**config.mk**
```make
export PLATFORM = sky130hd
export DESIGN_NAME = http_request_line_parser_flat
export DESIGN_NICKNAME = d
export VERILOG_FILES = /design/src/hw/rtl/http_rlp_pkg.sv /design/src/hw/rtl/http_rlp_in_if.sv /design/src/hw/rtl/http_rlp_out_if.sv /design/src/hw/rtl/http_request_line_parser.sv /design/src/hw/rtl/http_rlp_core.sv /design/src/hw/rtl/http_rlp_outq.sv /design/src/flat_wrapper.sv
export VERILOG_INCLUDE_DIRS = /design/src /design/src/hw/rtl
export SDC_FILE = /design/constraint.sdc
export NUM_CORES = 1
export LEC_CHECK = 0
export BUFFER_PORTS_ARGS = -buffer_cell sky130_fd_sc_hd__clkbuf_2
export CORE_MARGIN = 3
export CORE_UTILIZATION = 34
export DETAILED_ROUTE_END_ITERATION = 10
export GPL_ROUTABILITY_DRIVEN = 0
export HOLD_SLACK_MARGIN = 0.08
export SYNTH_ARGS = -nofsm -noshare
export SYNTH_HDL_FRONTEND = slang
export SYNTH_SLANG_ARGS = --single-unit
```
**constraint.sdc**
```tcl
create_clock -name clk -period 4.4 [get_ports clk]
set_input_delay 0.22 -clock clk [delete_from_list [all_inputs] [get_ports clk]]
set_output_delay 0.22 -clock clk [all_outputs]
set_load 0.01 [all_outputs]
```
**src/hw/rtl/http_request_line_parser_defines.svh**
```systemverilog
// Assertion macros shared by the request line parser RTL.
`ifndef HTTP_REQUEST_LINE_PARSER_DEFINES_SVH
`define HTTP_REQUEST_LINE_PARSER_DEFINES_SVH

// Property that must hold at every clock edge out of reset.
`define HRLP_ASSERT(lbl, prop, msg) \
  lbl: assert property (@(posedge clk) disable iff (!rst_n) (prop)) else $error(msg);

// Same-cycle implication.
`define HRLP_ASSERT_IMP(lbl, ante, cons, msg) \
  lbl: assert property (@(posedge clk) disable iff (!rst_n) (ante) |-> (cons)) \
    else $error(msg);

// Next-cycle implication.
`define HRLP_ASSERT_NXT(lbl, ante, cons, msg) \
  lbl: assert property (@(posedge clk) disable iff (!rst_n) (ante) |=> (cons)) \
    else $error(msg);

`endif

```
**src/hw/rtl/http_rlp_pkg.sv**
```systemverilog
// Shared types and constants of the request line parser.
package http_rlp_pkg;

  // Byte kinds of a result item
  localparam logic [1:0] KIND_PATH    = 2'd0;
  localparam logic [1:0] KIND_QUERY   = 2'd1;
  localparam logic [1:0] KIND_VERDICT = 2'd2;

  // Verdict codes
  localparam logic [1:0] VRD_OK     = 2'd0;
  localparam logic [1:0] VRD_BAD    = 2'd1;  // 400
  localparam logic [1:0] VRD_NOTSUP = 2'd2;  // 501

  // Method codes
  localparam logic [1:0] MTH_NONE = 2'd0;
  localparam logic [1:0] MTH_GET  = 2'd1;
  localparam logic [1:0] MTH_HEAD = 2'd2;
  localparam logic [1:0] MTH_POST = 2'd3;

  // Method prefixes, first character in the top byte
  localparam logic [39:0] TXT_GET  = {"GET ", 8'h00};
  localparam logic [39:0] TXT_HEAD = "HEAD ";
  localparam logic [39:0] TXT_POST = "POST ";
  localparam logic [2:0]  LEN_GET  = 3'd4;
  localparam logic [2:0]  LEN_LONG = 3'd5;

  // Characters with a meaning in the target
  localparam logic [7:0] CH_SPACE = 8'h20;
  localparam logic [7:0] CH_NUL   = 8'h00;
  localparam logic [7:0] CH_SLASH = 8'h2F;
  localparam logic [7:0] CH_DOT   = 8'h2E;
  localparam logic [7:0] CH_QMARK = 8'h3F;
  localparam logic [7:0] CH_PCT   = 8'h25;
  localparam logic [7:0] CH_G     = 8'h47;
  localparam logic [7:0] CH_H     = 8'h48;
  localparam logic [7:0] CH_P     = 8'h50;

  // One result item
  typedef struct packed {
    logic [7:0] out_byte;
    logic [1:0] byte_kind;
    logic [1:0] method_code;
    logic [1:0] verdict;
    logic [7:0] path_count;
    logic       run_last;
  } out_item_t;

  // Up to two items produced by one input transfer
  typedef struct packed {
    logic [1:0] cnt;
    out_item_t  item_a;
    out_item_t  item_b;
  } push_t;

endpackage

```
**src/hw/rtl/http_rlp_in_if.sv**
```systemverilog
// Input channel: request line bytes with a last-byte flag.
interface http_rlp_in_if;
  logic       valid;
  logic       ready;
  logic [7:0] rx_byte;
  logic       line_last;

  modport source (output valid, rx_byte, line_last, input ready);
  modport sink   (input valid, rx_byte, line_last, output ready);
endinterface

```
**src/hw/rtl/http_rlp_out_if.sv**
```systemverilog
// Result channel: path, query and verdict items.
interface http_rlp_out_if;
  logic       valid;
  logic       ready;
  logic [7:0] out_byte;
  logic [1:0] byte_kind;
  logic [1:0] method_code;
  logic [1:0] verdict;
  logic [7:0] path_count;
  logic       run_last;

  modport source (output valid, out_byte, byte_kind, method_code, verdict, path_count,
                  run_last, input ready);
  modport sink   (input valid, out_byte, byte_kind, method_code, verdict, path_count,
                  run_last, output ready);
endinterface

```
**src/hw/rtl/http_request_line_parser.sv**
```systemverilog
// Top level of the HTTP request line parser with percent decoding.
//
//   channel  dir  handshake      payload
//   in_ch    in   valid/ready    rx_byte, line_last
//   out_ch   out  valid/ready    out_byte, byte_kind, method_code, verdict,
//                                path_count, run_last
//
// One input byte per cycle while ready is high; each byte yields zero, one or
// two result items (two only on the last byte of a line that also emits a
// path/query byte). The parse step is one level of logic from the input port
// into a 4-entry result queue; ready is high while the queue holds two or fewer
// items. Reset is synchronous, active low, and clears the parse state and queue.
// An output stall backs up the queue and then drops ready; no item is lost.
module http_request_line_parser #(
  parameter int PATH_MAX = 256
) (
  input  logic            clk,
  input  logic            rst_n,
  http_rlp_in_if.sink     in_ch,
  http_rlp_out_if.source  out_ch
);

  http_rlp_pkg::push_t push;
  logic                space_ok;

  http_rlp_core #(
    .PATH_MAX (PATH_MAX)
  ) u_core (
    .clk      (clk),
    .rst_n    (rst_n),
    .in_ch    (in_ch),
    .space_ok (space_ok),
    .push     (push)
  );

  http_rlp_outq u_outq (
    .clk      (clk),
    .rst_n    (rst_n),
    .push     (push),
    .space_ok (space_ok),
    .out_ch   (out_ch)
  );

endmodule

```
**src/hw/rtl/http_rlp_core.sv**
```systemverilog
// Per-byte parse state machine: method match, path decode, query pass-through.
`include "http_request_line_parser_defines.svh"

module http_rlp_core #(
  parameter int PATH_MAX = 256
) (
  input  logic                 clk,
  input  logic                 rst_n,
  http_rlp_in_if.sink          in_ch,
  input  logic                 space_ok,
  output http_rlp_pkg::push_t  push
);

  localparam int PLEN_W = $clog2(PATH_MAX);
  localparam int EXT_W  = PLEN_W + 8;

  typedef enum logic [2:0] {
    PH_METHOD,
    PH_FIRST,
    PH_PATH,
    PH_QUERY,
    PH_DONE
  } phase_t;

  phase_t            phase_r,       phase_nxt;
  logic [2:0]        match_pos_r,   match_pos_nxt;
  logic [1:0]        cand_r,        cand_nxt;
  logic [1:0]        method_r,      method_nxt;
  logic [1:0]        verdict_r,     verdict_nxt;
  logic [PLEN_W-1:0] path_len_r,    path_len_nxt;
  logic              dot_r,         dot_nxt;
  logic [1:0]        hex_step_r,    hex_step_nxt;
  logic [3:0]        hex_high_r,    hex_high_nxt;

  // Values after this byte, before the end-of-line clear
  phase_t            phase_m;
  logic [1:0]        method_m;
  logic [1:0]        verdict_m;
  logic [PLEN_W-1:0] path_len_m;
  logic              data_emit;
  logic [7:0]        data_byte;
  logic [1:0]        data_kind;
  logic [1:0]        final_verdict;
  logic [1:0]        final_method;
  logic [EXT_W-1:0]  len_ext;

  logic       fire;
  logic [7:0] b;
  logic       last;
  logic       ends;
  logic       do_token;
  logic [4:0] nib;
  logic       meth_ok;
  logic [2:0] meth_len;

  function automatic logic [4:0] hex_val(input logic [7:0] c);
    logic [4:0] v;
    v = 5'd16;
    if (c >= "0" && c <= "9") begin
      v = {1'b0, c[3:0]};
    end else if ((c >= "A" && c <= "F") || (c >= "a" && c <= "f")) begin
      v = {1'b0, 4'(c[3:0] + 4'd9)};
    end
    return v;
  endfunction

  function automatic logic [7:0] meth_char(input logic [1:0] m, input logic [2:0] pos);
    logic [39:0] txt;
    logic [5:0]  sh;
    case (m)
      http_rlp_pkg::MTH_GET:  txt = http_rlp_pkg::TXT_GET;
      http_rlp_pkg::MTH_HEAD: txt = http_rlp_pkg::TXT_HEAD;
      http_rlp_pkg::MTH_POST: txt = http_rlp_pkg::TXT_POST;
      default:                txt = '0;
    endcase
    sh = 6'(32) - 6'({pos, 3'b000});
    return txt[sh +: 8];
  endfunction

  assign in_ch.ready = space_ok;
  assign fire        = in_ch.valid & space_ok;
  assign b           = in_ch.rx_byte;
  assign last        = in_ch.line_last;
  assign ends        = (b == http_rlp_pkg::CH_SPACE) || (b == http_rlp_pkg::CH_NUL);
  assign nib         = hex_val(b);

  // Step the parse for one byte
  always_comb begin
    phase_m       = phase_r;
    match_pos_nxt = match_pos_r;
    cand_nxt      = cand_r;
    method_m      = method_r;
    verdict_m     = verdict_r;
    path_len_m    = path_len_r;
    dot_nxt       = dot_r;
    hex_step_nxt  = hex_step_r;
    hex_high_nxt  = hex_high_r;
    data_emit     = 1'b0;
    data_byte     = b;
    data_kind     = http_rlp_pkg::KIND_PATH;
    do_token      = 1'b0;
    meth_ok       = 1'b0;
    meth_len      = http_rlp_pkg::LEN_LONG;

    case (phase_r)
      PH_METHOD: begin
        if (match_pos_r == 3'd0) begin
          meth_ok       = 1'b1;
          match_pos_nxt = 3'd1;
          if (b == http_rlp_pkg::CH_G) begin
            cand_nxt = http_rlp_pkg::MTH_GET;
          end else if (b == http_rlp_pkg::CH_H) begin
            cand_nxt = http_rlp_pkg::MTH_HEAD;
          end else if (b == http_rlp_pkg::CH_P) begin
            cand_nxt = http_rlp_pkg::MTH_POST;
          end else begin
            meth_ok       = 1'b0;
            match_pos_nxt = match_pos_r;
            verdict_m     = http_rlp_pkg::VRD_NOTSUP;
            phase_m       = PH_DONE;
          end
        end else if (b != meth_char(cand_r, match_pos_r)) begin
          cand_nxt  = http_rlp_pkg::MTH_NONE;
          verdict_m = http_rlp_pkg::VRD_NOTSUP;
          phase_m   = PH_DONE;
        end else begin
          meth_ok       = 1'b1;
          match_pos_nxt = match_pos_r + 3'd1;
        end
        meth_len = (cand_nxt == http_rlp_pkg::MTH_GET) ? http_rlp_pkg::LEN_GET
                                                       : http_rlp_pkg::LEN_LONG;
        if (meth_ok && match_pos_nxt >= meth_len) begin
          method_m = cand_nxt;
          phase_m  = PH_FIRST;
        end
      end
      PH_FIRST: begin
        if (b != http_rlp_pkg::CH_SLASH) begin
          verdict_m = http_rlp_pkg::VRD_BAD;
          phase_m   = PH_DONE;
        end else begin
          phase_m  = PH_PATH;
          do_token = 1'b1;
        end
      end
      PH_PATH: begin
        if (hex_step_r == 2'd1) begin
          if (ends || nib[4] || last) begin
            hex_step_nxt = 2'd0;
            phase_m      = PH_DONE;
          end else begin
            hex_high_nxt = nib[3:0];
            hex_step_nxt = 2'd2;
          end
        end else if (hex_step_r == 2'd2) begin
          hex_step_nxt = 2'd0;
          if (ends || nib[4] || {hex_high_r, nib[3:0]} == 8'h00) begin
            phase_m = PH_DONE;
          end else begin
            path_len_m = PLEN_W'(path_len_r + 1'b1);
            data_emit  = 1'b1;
            data_byte  = {hex_high_r, nib[3:0]};
          end
        end else if (ends) begin
          phase_m = PH_DONE;
        end else begin
          do_token = 1'b1;
        end
      end
      PH_QUERY: begin
        if (ends) begin
          phase_m = PH_DONE;
        end else begin
          data_emit = 1'b1;
          data_kind = http_rlp_pkg::KIND_QUERY;
        end
      end
      default: begin
      end
    endcase

    // Plain target byte: length limit, dot run, query and percent starts
    if (do_token) begin
      if (path_len_r >= PLEN_W'(PATH_MAX - 1)) begin
        verdict_m = http_rlp_pkg::VRD_BAD;
        phase_m   = PH_DONE;
      end else if (b == http_rlp_pkg::CH_DOT && dot_r) begin
        verdict_m = http_rlp_pkg::VRD_BAD;
        phase_m   = PH_DONE;
      end else begin
        dot_nxt = (b == http_rlp_pkg::CH_DOT);
        if (b == http_rlp_pkg::CH_QMARK) begin
          phase_m = PH_QUERY;
        end else if (b == http_rlp_pkg::CH_PCT) begin
          if (last) begin
            phase_m = PH_DONE;
          end else begin
            hex_step_nxt = 2'd1;
          end
        end else begin
          path_len_m = PLEN_W'(path_len_r + 1'b1);
          data_emit  = 1'b1;
        end
      end
    end
  end

  // Resolve the verdict for a line that ends here
  always_comb begin
    final_verdict = verdict_m;
    final_method  = method_m;
    if (phase_m == PH_METHOD) begin
      final_method  = http_rlp_pkg::MTH_NONE;
      final_verdict = http_rlp_pkg::VRD_NOTSUP;
    end else if (phase_m == PH_FIRST) begin
      final_verdict = http_rlp_pkg::VRD_BAD;
    end
  end

  // Clear the line state after the last byte
  always_comb begin
    phase_nxt    = phase_m;
    method_nxt   = method_m;
    verdict_nxt  = verdict_m;
    path_len_nxt = path_len_m;
    if (last) begin
      phase_nxt    = PH_METHOD;
      method_nxt   = http_rlp_pkg::MTH_NONE;
      verdict_nxt  = http_rlp_pkg::VRD_OK;
      path_len_nxt = '0;
    end
  end

  // Build the pushed items: data byte first, verdict after it
  assign len_ext = EXT_W'(path_len_m);

  always_comb begin
    http_rlp_pkg::out_item_t data_it;
    http_rlp_pkg::out_item_t vrd_it;
    data_it.out_byte    = data_byte;
    data_it.byte_kind   = data_kind;
    data_it.method_code = method_m;
    data_it.verdict     = http_rlp_pkg::VRD_OK;
    data_it.path_count  = len_ext[7:0];
    data_it.run_last    = 1'b0;
    vrd_it.out_byte     = 8'h00;
    vrd_it.byte_kind    = http_rlp_pkg::KIND_VERDICT;
    vrd_it.method_code  = final_method;
    vrd_it.verdict      = final_verdict;
    vrd_it.path_count   = len_ext[7:0];
    vrd_it.run_last     = 1'b1;

    push.item_a = data_emit ? data_it : vrd_it;
    push.item_b = vrd_it;
    push.cnt    = fire ? (2'(data_emit) + 2'(last)) : 2'd0;
  end

  // Hold state and advance on each transfer
  always_ff @(posedge clk) begin
    if (!rst_n) begin
      phase_r     <= PH_METHOD;
      match_pos_r <= '0;
      cand_r      <= http_rlp_pkg::MTH_NONE;
      method_r    <= http_rlp_pkg::MTH_NONE;
      verdict_r   <= http_rlp_pkg::VRD_OK;
      path_len_r  <= '0;
      dot_r       <= 1'b0;
      hex_step_r  <= '0;
      hex_high_r  <= '0;
    end else if (fire) begin
      phase_r     <= phase_nxt;
      method_r    <= method_nxt;
      verdict_r   <= verdict_nxt;
      path_len_r  <= path_len_nxt;
      if (last) begin
        match_pos_r <= '0;
        cand_r      <= http_rlp_pkg::MTH_NONE;
        dot_r       <= 1'b0;
        hex_step_r  <= '0;
        hex_high_r  <= '0;
      end else begin
        match_pos_r <= match_pos_nxt;
        cand_r      <= cand_nxt;
        dot_r       <= dot_nxt;
        hex_step_r  <= hex_step_nxt;
        hex_high_r  <= hex_high_nxt;
      end
    end
  end

  `HRLP_ASSERT_IMP(a_first_has_method, phase_r == PH_FIRST, method_r != http_rlp_pkg::MTH_NONE, "target phase without a matched method")

endmodule

```
**src/hw/rtl/http_rlp_outq.sv**
```systemverilog
// Four-entry result queue that decouples the parser from the result channel.
`include "http_request_line_parser_defines.svh"

module http_rlp_outq (
  input  logic                clk,
  input  logic                rst_n,
  input  http_rlp_pkg::push_t push,
  output logic                space_ok,
  http_rlp_out_if.source      out_ch
);

  localparam int DEPTH = 4;
  localparam int PTR_W = $clog2(DEPTH);
  localparam int CNT_W = PTR_W + 1;

  http_rlp_pkg::out_item_t mem_r [DEPTH];
  logic [PTR_W-1:0]        head_r, head_nxt;
  logic [PTR_W-1:0]        tail_r, tail_nxt;
  logic [CNT_W-1:0]        count_r, count_nxt;
  logic                    pop;
  logic [PTR_W-1:0]        tail_p1;

  // Room for two items keeps a full transfer from ever overflowing
  assign space_ok = (count_r <= CNT_W'(DEPTH - 2));
  assign pop      = out_ch.valid & out_ch.ready;
  assign tail_p1  = PTR_W'(tail_r + 1'b1);

  assign out_ch.valid       = (count_r != '0);
  assign out_ch.out_byte    = mem_r[head_r].out_byte;
  assign out_ch.byte_kind   = mem_r[head_r].byte_kind;
  assign out_ch.method_code = mem_r[head_r].method_code;
  assign out_ch.verdict     = mem_r[head_r].verdict;
  assign out_ch.path_count  = mem_r[head_r].path_count;
  assign out_ch.run_last    = mem_r[head_r].run_last;

  always_comb begin
    head_nxt  = pop ? PTR_W'(head_r + 1'b1) : head_r;
    tail_nxt  = PTR_W'(tail_r + push.cnt);
    count_nxt = CNT_W'(count_r + push.cnt - CNT_W'(pop));
  end

  // Write the pushed items at the tail
  always_ff @(posedge clk) begin
    if (push.cnt != 2'd0) begin
      mem_r[tail_r] <= push.item_a;
    end
    if (push.cnt == 2'd2) begin
      mem_r[tail_p1] <= push.item_b;
    end
  end

  // Advance pointers and count
  always_ff @(posedge clk) begin
    if (!rst_n) begin
      head_r  <= '0;
      tail_r  <= '0;
      count_r <= '0;
    end else begin
      head_r  <= head_nxt;
      tail_r  <= tail_nxt;
      count_r <= count_nxt;
    end
  end

  `HRLP_ASSERT(a_count_max, count_r <= CNT_W'(DEPTH), "result queue count exceeds depth")
  `HRLP_ASSERT_IMP(a_push_room, push.cnt != 2'd0, space_ok && push.cnt != 2'd3, "push without room")
  `HRLP_ASSERT_NXT(a_push_two, push.cnt == 2'd2 && !pop, count_r == $past(count_r) + 3'd2, "double push lost an item")

endmodule

```
**src/flat_wrapper.sv**
```systemverilog
// flat-port wrapper written by rule: the top's interface ports become plain ports
module http_request_line_parser_flat 
#(
  parameter int PATH_MAX = 256
)
  (clk, rst_n, in_ch_valid, in_ch_rx_byte, in_ch_line_last, in_ch_ready, out_ch_valid, out_ch_out_byte, out_ch_byte_kind, out_ch_method_code, out_ch_verdict, out_ch_path_count, out_ch_run_last, out_ch_ready);
  http_rlp_in_if in_ch_i ();
  http_rlp_out_if out_ch_i ();
  input  logic clk;
  input  logic rst_n;
  input wire logic [$bits(in_ch_i.valid)-1:0] in_ch_valid;
  input wire logic [$bits(in_ch_i.rx_byte)-1:0] in_ch_rx_byte;
  input wire logic [$bits(in_ch_i.line_last)-1:0] in_ch_line_last;
  output wire logic [$bits(in_ch_i.ready)-1:0] in_ch_ready;
  output wire logic [$bits(out_ch_i.valid)-1:0] out_ch_valid;
  output wire logic [$bits(out_ch_i.out_byte)-1:0] out_ch_out_byte;
  output wire logic [$bits(out_ch_i.byte_kind)-1:0] out_ch_byte_kind;
  output wire logic [$bits(out_ch_i.method_code)-1:0] out_ch_method_code;
  output wire logic [$bits(out_ch_i.verdict)-1:0] out_ch_verdict;
  output wire logic [$bits(out_ch_i.path_count)-1:0] out_ch_path_count;
  output wire logic [$bits(out_ch_i.run_last)-1:0] out_ch_run_last;
  input wire logic [$bits(out_ch_i.ready)-1:0] out_ch_ready;
  assign in_ch_i.valid = in_ch_valid;
  assign in_ch_i.rx_byte = in_ch_rx_byte;
  assign in_ch_i.line_last = in_ch_line_last;
  assign in_ch_ready = in_ch_i.ready;
  assign out_ch_valid = out_ch_i.valid;
  assign out_ch_out_byte = out_ch_i.out_byte;
  assign out_ch_byte_kind = out_ch_i.byte_kind;
  assign out_ch_method_code = out_ch_i.method_code;
  assign out_ch_verdict = out_ch_i.verdict;
  assign out_ch_path_count = out_ch_i.path_count;
  assign out_ch_run_last = out_ch_i.run_last;
  assign out_ch_i.ready = out_ch_ready;
  http_request_line_parser #(.PATH_MAX(PATH_MAX)) u_core (.clk(clk), .rst_n(rst_n), .in_ch(in_ch_i), .out_ch(out_ch_i));
endmodule
```
After elaboration in Yosys (flattened, before gate mapping)
Memories as Yosys holds them, arrays and structs flattened. A register that Yosys moved wholly into a read port is not among the register bits.
Index checks and enable logic that the tools add are counted.
Widths: inputs -> output; s select.
- word-level logic and storage cells: 203
- register bits after elaboration: 34
- output and inout port bits: 25
- input bits: 13
- memories kept: 1
- RAM bits: 92
- memories (name ; depth ; bits a word ; rd ports ; clocked after Yosys merged registers in ; wr ports ; line ; RTL):
    u_core.u_outq.mem_r ; 4 ; 23 ; 1 ; 1 ; 2 ; http_rlp_outq.sv:16 ; http_rlp_pkg::out_item_t mem_r [DEPTH];
- $lt $le $gt $ge: 9
- bitwise gates (word level): 2
- mux-type cells: 121
- reductions and logical operators: 24
- add/sub/neg operators: 10
- equality and inequality tests: 23
- shift-type cells: 1
- operators by type and width (operator ; number):
    $pmux 39 s3 ; 1
    $mux 8 ; 14
    $mux 3 ; 27
    $mux 40 ; 2
    $mux 2 ; 37
    $shiftx 40x7->8 ; 1
    $eq 8x6->1 const B ; 4
    $mux 1 ; 29
    $eq 8x7->1 const B ; 3
    $mux 23 ; 1
    $ge 8x7->1 const B ; 2
    $le 8x7->1 const B ; 2
    $logic_not 8->1 ; 2
    $mux 4 ; 4
    $pmux 3 s4 ; 1
    $mux 5 ; 2
    $reduce_bool 2->1 ; 5
    $logic_not 3->1 ; 3
    $add 8x1->8 const B ; 1
    $eq 2x2->1 const B ; 4
    $ge 8x6->1 const B ; 1
    $ge 8x8->1 const B ; 1
    $le 8x6->1 const B ; 1
    $ne 8x6->1 const B ; 1
    23 further kinds ; 41

Longest topological paths before layout
Gate-level depths: netlist (run 1).
- word-level depth: 25
- gate-level depth with buffers: 20
- depth with buffers taken out: 18

By module
Synthesis (run 1) repeated with hierarchy kept, for this count alone.
- cells, all modules: 669
- area, all modules: 7820.0 um^2
- by module, submodules not included (module ; instances ; sequential area each (um^2) ; area each (um^2) ; cells an instance):
    http_rlp_outq ; 1 ; 2942.8 ; 4969.8 ; 272
    http_rlp_core ; 1 ; 540.5 ; 2850.2 ; 397

Worst setup path after synthesis (run 1)
OpenSTA, ideal clock, no wires.
- path kind: reg-to-reg
- from: register u_core.u_core.match_pos_r[0]
- to: memory u_core.u_outq.mem_r[0][11] (netlist bit) (data pin)
- slack: -63 ps
- stages on the path, launching flop included: 18
- required time: 4233 ps
- buffers on the path: 2
- clock period less this slack: 4463 ps
- data arrival time: 4295 ps
- setup time: 167 ps
- cell sequence: dfxtp_1 buf_6 inv_1 ha_1 ha_1 buf_4 or4_2 a21oi_1 xnor2_1 nand2_1 nor4_1 a21oi_1 or3_2 ha_1 nand2b_1 o211ai_1 or4_4 a211oi_1
- RTL lines (what ; line ; RTL):
    start, declared ; http_rlp_core.sv:26 ; logic [2:0] match_pos_r, match_pos_nxt;
    start signal, assigned ; http_rlp_core.sv:282 ; match_pos_r <= match_pos_nxt;
    end, declared ; http_rlp_outq.sv:16 ;

==> metrics.txt, run 1 <==
dpl cells 970; CTS H-tree lvls 4; die area 21,520 sq um; CORE AREA 19,080 sq um; setup TNS 0 ns; clock sink total 124; GRT Residual Overflow 0; Mapped Nets 704; I/O pins 38; RR Endpoint u_core.u_outq.mem_r[0][11]$_DFFE_PP_; DR pass1 iterations 5; CP max stage cell or4_4; Worst Skew 0.01407 ns; clock insertion delay at the later pin of the skew report between 0.4 and 0.5 ns; Initial Util 0.3528; CTS tree yes; crit path DAT roughly 4.5 ns; Leak around 2.9 nW; Async S/R FF share, synth 0; CTS clock-pin slew for the worst setup and hold paths approximately 0.060 ns; Syn Area/Cell about 10 sq um; hold crit path type input pin to flop; pre-CTS setup slack 0.1936 ns; ant diodes 0; Max FO, Critical Path 5; Die Ht 146.7 um; post-synthesis register bit count 124; Max Cap Violations 0; Crit path top cell by count a21oi_2; top cells by area, synth dfxtp_1 23%, edfxtp_1 21%, mux4_2 7.4%, nor2_1 4.6%, a22o_1 4.2%; total track usage 0.1639; Yosys warning total 0; Layout Cells excl Fill 1,005; Detail Route Antenna Nets 0; Worst R2R Setup Slack about 0.13 ns; share of layout cells above drive strength 1 0.2295; DRC 0; CP Class flop to flop; Area Overhead vs Synth 19.96%; status completed; Post-synth EDFFs between 40 and 50; clock buffer depth 2; reg2reg start u_core.u_core.match_pos_r[1]$_SDFFE_PN0P_; vias in the first global route 5,163; first-pass GRT wire length roughly 28 mm; Max Fclk 0.2342 GHz; WP data required around 4.7 ns; Worst setup endpoint u_core.u_outq.mem_r[0][11]$_DFFE_PP_; hold buffer count at CTS 0; largest net degree at the start of global routing 28; pwr dens 425.6 nW/um^2; via count 5,380; final hold violations 0; drt first-iter violations around 440; crit path launch type flop; final net count 761; number of CTS-inserted buffers 17; Worst VDD drop 0.2209 mV; fin crit share 0.9702; CP endpoint kind flop; Unique masters post-synth 83; die width 146.7 um; Min Hold Slack 0.2544 ns; worst setup path start u_core.u_core.match_pos_r[1]$_SDFFE_PN0P_; # setup viols final 0; Synth Cell Area 6731 sq um; Syn Inst Count 675; Final Routed Wirelength around 17 mm; final worst slack approximately 0.13 ns; vias per cell 5.353; largest area contributor in the netlist dfxtp_1; PortBufs 37; initial antenna violation count 0; Rows 50; sequential-to-total area share from yosys stat 0.4401; max-slew violations 0; Cell Chain, Critical Path inv_1 -> ha_2 -> ha_4 -> or4_2 -> a21oi_2 -> xnor2_1 -> nand2_2 -> nor4_4 -> a21oi_2 -> or3_2 -> ha_1 -> nand2b_1 -> o211ai_1 -> or4_4 -> a211oi_2; worst r2r path cells 15; clk root buf clkbuf_16; Worst-Margin Slew 1.130 ns; ys flop type dfxtp_1; per-cell routed wire length 17.38 um; Final Total Pwr 0.003437 W; DP Wirelength between 10 and 15 mm; Crit path largest cell delay 0.60 ns; relative slew slack 0.2409; minimum clock period approximately 4.3 ns; share of the synthesized area in the top cell type 0.2260
synth_stat cells (all sizes together), types with 3 or more instances:
cell type,n
a211oi,15
a21boi,3
a21o,4
a21oi,38
a22o,32
a2bb2oi,4
a32oi,3
and2,7
and3,4
buf,18
clkbuf,26
dfxtp,76
edfxtp,48
ha,15
inv,32
mux2i,8
mux4,22
nand2,45
nand2b,6
nand3,15
nand3b,4
nand4,4
nand4bb,3
nor2,82
nor2b,3
nor3,16
nor3b,5
nor4,4
o2111ai,6
o211ai,4
o21a,3
o21ai,38
o31ai,4
or3,11
or3b,4
or4,4
xnor2,13
xor2,8
worst max-delay path: cells and delay by family, from the launching register on:
kind / cells / cell delay, ns
buffers and inverters: 1 / 0.05
xor gates and xnor gates: 1 / 0.16
DFF: 1 / 0.35
and+or+nand+nor: 6 / 2.19
adders and majority gates: 3 / 0.69
AOI/OAI and AO/OA: 4 / 0.66
routing by layer:
metal,routed length (um),global-route usage,vias up
met3,773,0.04102,20
met1,8025,0.2126,2609
li1,-,-,2628
met2,8363,0.2637,123
met4,308,0.06444,0
met5,0,0,-
metrics by stage:
step / utilization / instance area, sq um
floorplan: - / 6738
global placement: 0.3853 / 7352
detailed placement: 0.3853 / 7352
CTS: 0.4191 / 7998
global route: 0.4232 / 8075
finish: 0.4232 / 8075
flip-flops by register name, indices dropped and copies added (netlist names), 3 cells and up, named ones only:
signal	count
u_core.u_core.match_pos_r	3
u_core.u_core.hex_high_r	4
u_core.u_core.phase_r	3
u_core.u_outq.count_r	3
u_core.u_core.path_len_r	8
u_core.u_outq.mem_r	88
power by group:
group          switching [W]  leakage, nW  total, W  internal, W
registers          0.0000354         1.06   0.00129      0.00125
clock network       0.000537        0.319   0.00152     0.000980
logic               0.000368         1.49  0.000632     0.000265
what timing repair did:
item,in CTS,in global routing
setup endpoints to repair,0,13
setup buffers,0,3
gates resized for setup,0,14
layout make-up:
type / count / area [sq um]
Tap cell: 260 / 325.3
Timing Repair Buffer: 82 / 523.0
Sequential cell: 124 / 2963
Clock inverter: 11 / 152.6
Clock buffer: 21 / 493.0
Inverter: 34 / 127.6
Multi-Input combinational cell: 473 / 3491
Fill cell: 1848 / 11010
worst min-delay path by stage:
stage          cells after the start  slack, ns                                        end                                     from
2_1_floorplan                      2       0.38   u_core.u_core.path_len_r[5]$_SDFFE_PN0P_                                    rst_n
3_3_place_gp                       2       0.44    u_core.u_outq.mem_r[0][14]$_SDFFE_PP1P_  u_core.u_outq.mem_r[0][14]$_SDFFE_PP1P_
3_5_place_dp                       2       0.45    u_core.u_outq.mem_r[2][22]$_SDFFE_PP0P_  u_core.u_outq.mem_r[2][22]$_SDFFE_PP0P_
4_1_cts                            2       0.24  u_core.u_core.match_pos_r[0]$_SDFFE_PN0P_                                    rst_n
5_1_grt                            2       0.28  u_core.u_core.match_pos_r[0]$_SDFFE_PN0P_                                    rst_n
6_report                           2       0.25  u_core.u_core.match_pos_r[0]$_SDFFE_PN0P_                                    rst_n
logic make-up (layout without fill, tap and decap cells):
family	Yosys count	count (layout)	share of synthesized area
buf+inv	78	148	0.05037
xor+xnor	21	21	0.02732
compound gates	179	179	0.1913
simple gates	225	225	0.1712
fa+ha+maj	16	16	0.03086
flops	124	124	0.4401
mux	32	32	0.08885
cell usage in the layout, fill, tap and decap left out, types with 8 or more instances in the layout:
cell,n
a211oi_1,10
nand3_1,15
nor3_1,16
xnor2_1,13
o21ai_1,9
o21ai_0,28
ha_1,13
a22o_1,32
or3_1,8
a21oi_1,36
xor2_1,8
inv_1,31
dfxtp_1,76
edfxtp_1,48
nand2_1,44
mux2i_1,8
buf_4,45
mux4_2,22
clkbuf_2,37
clkbuf_16,19
nor2_1,82
(Power assumes the default switching activity.)
==> run 2, diff against run 1 <==
- CORE_UTILIZATION: 34 -> 55
- PLACE_DENSITY: unset -> 0.76
==> run 2 against run 1 <==
  * Die area fell by 37%
  * Design area shrank 2.6%
  * Utilization increased by 25 points
  * Clock power up 4%
  * Largest cell class unchanged
  * Largest power group unchanged
==> metrics.txt, run 2 (same netlist as run 1, synthesis figures left out) <==
DRC 0 (unchanged); CTS H-tree lvls 4 (unchanged); max FFs per register 88 (unchanged); vias in the first global route 5,547 (+7.4%); CP endpoint kind flop; Die Ht 116.6 um (-21%); CTS tree yes; clock buffer depth 2 (unchanged); clk root buf clkbuf_16; Rows 39 (-22%); Register Area 2965 sq um (about the same); final hold violations 0 (unchanged); share of layout cells above drive strength 1 0.2175 (-0.01202); hold buffer count at CTS 0 (unchanged); Max Cap Violations 0 (unchanged); total internal power 0.002568 W (+2.9%); register share of total power 0.373 (about the same); Clk pwr share 0.453 (+0.011); relative slew slack 0.2001 (-0.04077); Leak 2.812 nW (-1.9%); CTS clock-pin slew for the worst setup and hold paths 0.06 ns (about the same); CORE AREA 11,710 sq um (-39%); commonest cells after routing, fill and taps aside 82 x nor2_1, 74 x dfxtp_1, 48 x edfxtp_1; die area 13,600 sq um (-37%); DR pass1 iterations 6 (+1); number of CTS-inserted buffers 17 (unchanged); Initial Util 0.5748 (+0.2220); largest register by flop count u_core.u_outq.mem_r; crit path launch type flop; Area Overhead vs Synth 16.86%; crit path DAT 4.44 ns (-0.09 ns); via count 5,663 (+5.3%); pwr dens 444.2 nW/um^2 (+4.4%); final net count 747 (-1.8%); Cell Chain, Critical Path inv_2 -> ha_2 -> ha_4 -> buf_4 -> inv_1 -> a221oi_2 -> a21boi_1 -> nand4b_4 -> nor4_4 -> a21oi_2 -> or3_2 -> ha_1 -> nand2b_4 -> o211ai_1 -> or4_4 -> a211oi_2; total track usage 0.2648 (+0.1009); PortBufs 37 (unchanged); Max Fclk 0.2385 GHz (+1.8%); Logic pwr share 0.174 (-0.010); largest net degree at the start of global routing 29 (+3.6%); ant diodes 0 (unchanged); initial antenna violation count 0 (unchanged); Worst VDD drop 0.3048 mV (+38%); Detail Route Antenna Nets 0 (unchanged); Final Routed Wirelength 17.09 mm (-2.2%); hold crit path type input pin to flop; first-pass GRT wire length 27.93 mm (about the same); drt first-iter violations 673 (+55%); Crit path largest cell delay 0.58 ns (-0.02 ns); fin crit share 0.9530 (-0.01721); Worst Skew 0.009584 ns (-0.004488 ns); minimum clock period 4.193 ns (-0.07571 ns); worst r2r path cells 16 (+1); Top Registers u_core.u_outq.mem_r (88), u_core.u_core.path_len_r (8), u_core.u_core.hex_high_r (4); layout filler cell count 887 (-52%); max-slew violations 0 (unchanged); most common cell after layout, fill and taps aside nor2_1; setup TNS 0 ns (unchanged); vias per cell 6.479 (+21%); Max FO, Critical Path 7 (+2); DP Wirelength 11.56 mm (-4.2%); I/O pins 38 (unchanged); CP Class flop to flop; Worst-Margin Slew 1.198 ns (+0.06822 ns); GRT Residual Overflow 0 (unchanged); # setup viols final 0 (unchanged); clock insertion delay at the later pin of the skew report 0.42 ns (about the same); cell area after layout 7866 sq um (-2.6%); status completed; per-cell routed wire length 19.55 um (+12%); Worst Hold Path Cells 2 (unchanged); multi-input logic area 3502 sq um (+0.32%); switching share of total power 0.2649 (-0.008827); die width 116.6 um (-21%); Switch Pwr 0.0009254 W (-1.6%); Post-DP Area 7108 sq um (-3.3%); WP data required 4.65 ns (about the same); clock sink total 124 (unchanged); CP max stage cell or4_4
==> run 2: changes by cell type in the layout (fill, tap and decap cells not counted), sizes merged <==
cell    before  now
buf         45   31
clkbuf      58   54
bufinv       3    6
clkinv       7   10
inv         35   33
==> run 2: metal layers <==
| metal | GRT usage | routed length, um | up-vias |
|---|---|---|---|
| met5 | 0 | 0 | - |
| met4 | 0.1193 | 464 | 0 |
| met3 | 0.06321 | 1218 | 44 |
| met2 | 0.4161 | 8286 | 250 |
| met1 | 0.3492 | 7118 | 2762 |
| li1 | - | - | 2607 |
==> run 2: final timing paths <==
| path | from | end | slack (ns) |
|---|---|---|---|
| worst max-delay path | u_core.u_core.match_pos_r[0]$_SDFFE_PN0P_ | u_core.u_outq.mem_r[2][11]$_DFFE_PP_ | 0.21 |
| worst min register to register | u_core.u_outq.mem_r[0][14]$_SDFFE_PP1P_ | u_core.u_outq.mem_r[0][14]$_SDFFE_PP1P_ | 0.45 |
| worst min-delay path | rst_n | u_core.u_core.match_pos_r[0]$_SDFFE_PN0P_ | 0.25 |
| worst max register to register | u_core.u_core.match_pos_r[0]$_SDFFE_PN0P_ | u_core.u_outq.mem_r[2][11]$_DFFE_PP_ | 0.21 |
==> run 2: timing repair <==
| item | CTS | global route |
|---|---|---|
| setup buffers | 0 | 2 |
| gates resized for setup | 0 | 19 |
| setup endpoints to repair | 0 | 19 |
==> run 2: worst max-delay path, delay by kind of cell, from the launching register on <==
kind	cells	cell delay [ns]
AO/OA/AOI/OAI	5	0.90
adder cells (fa/ha/maj)	3	0.77
buffers and inverters	3	0.26
flip-flops	1	0.33
AND/OR/NAND/NOR	5	1.76
==> run 2: final cells by class <==
cell class                 instances  share of cell area
multi-input combinational        473              0.4452
sequential                       124              0.3770
clock buffer                      17             0.05408
timing repair buffer              68             0.05360
clock inverter                    15             0.03118
tap                              143             0.02275
inverter                          34             0.01622
==> run 2: per-stage QoR <==
| stage | util | hold WS [ns] | power (W) | cells | setup WS (ns) |
|---|---|---|---|---|---|
| 2_1_floorplan | - | 0.3753 | 0.001742 | 675 | 0.02479 |
| 3_3_place_gp | 0.6069 | 0.4295 | 0.001910 | 840 | 0.1881 |
| 3_5_place_dp | 0.6069 | 0.4384 | 0.001931 | 840 | 0.09897 |
| 4_1_cts | 0.6642 | 0.2484 | 0.003501 | 872 | 0.05431 |
| 5_1_grt | 0.6717 | 0.2615 | 0.003632 | 874 | -0.006232 |
| 6_report | 0.6717 | 0.2460 | 0.003494 | 874 | 0.2066 |
==> run 2: power groups by stage <==
stage          clock, W  combinational, W  sequential, W
6_report        0.00158          0.000609        0.00130
2_1_floorplan         0          0.000443        0.00130
5_1_grt         0.00164          0.000677        0.00131
3_3_place_gp          0          0.000591        0.00132
3_5_place_dp          0          0.000606        0.00133
4_1_cts         0.00159          0.000608        0.00130
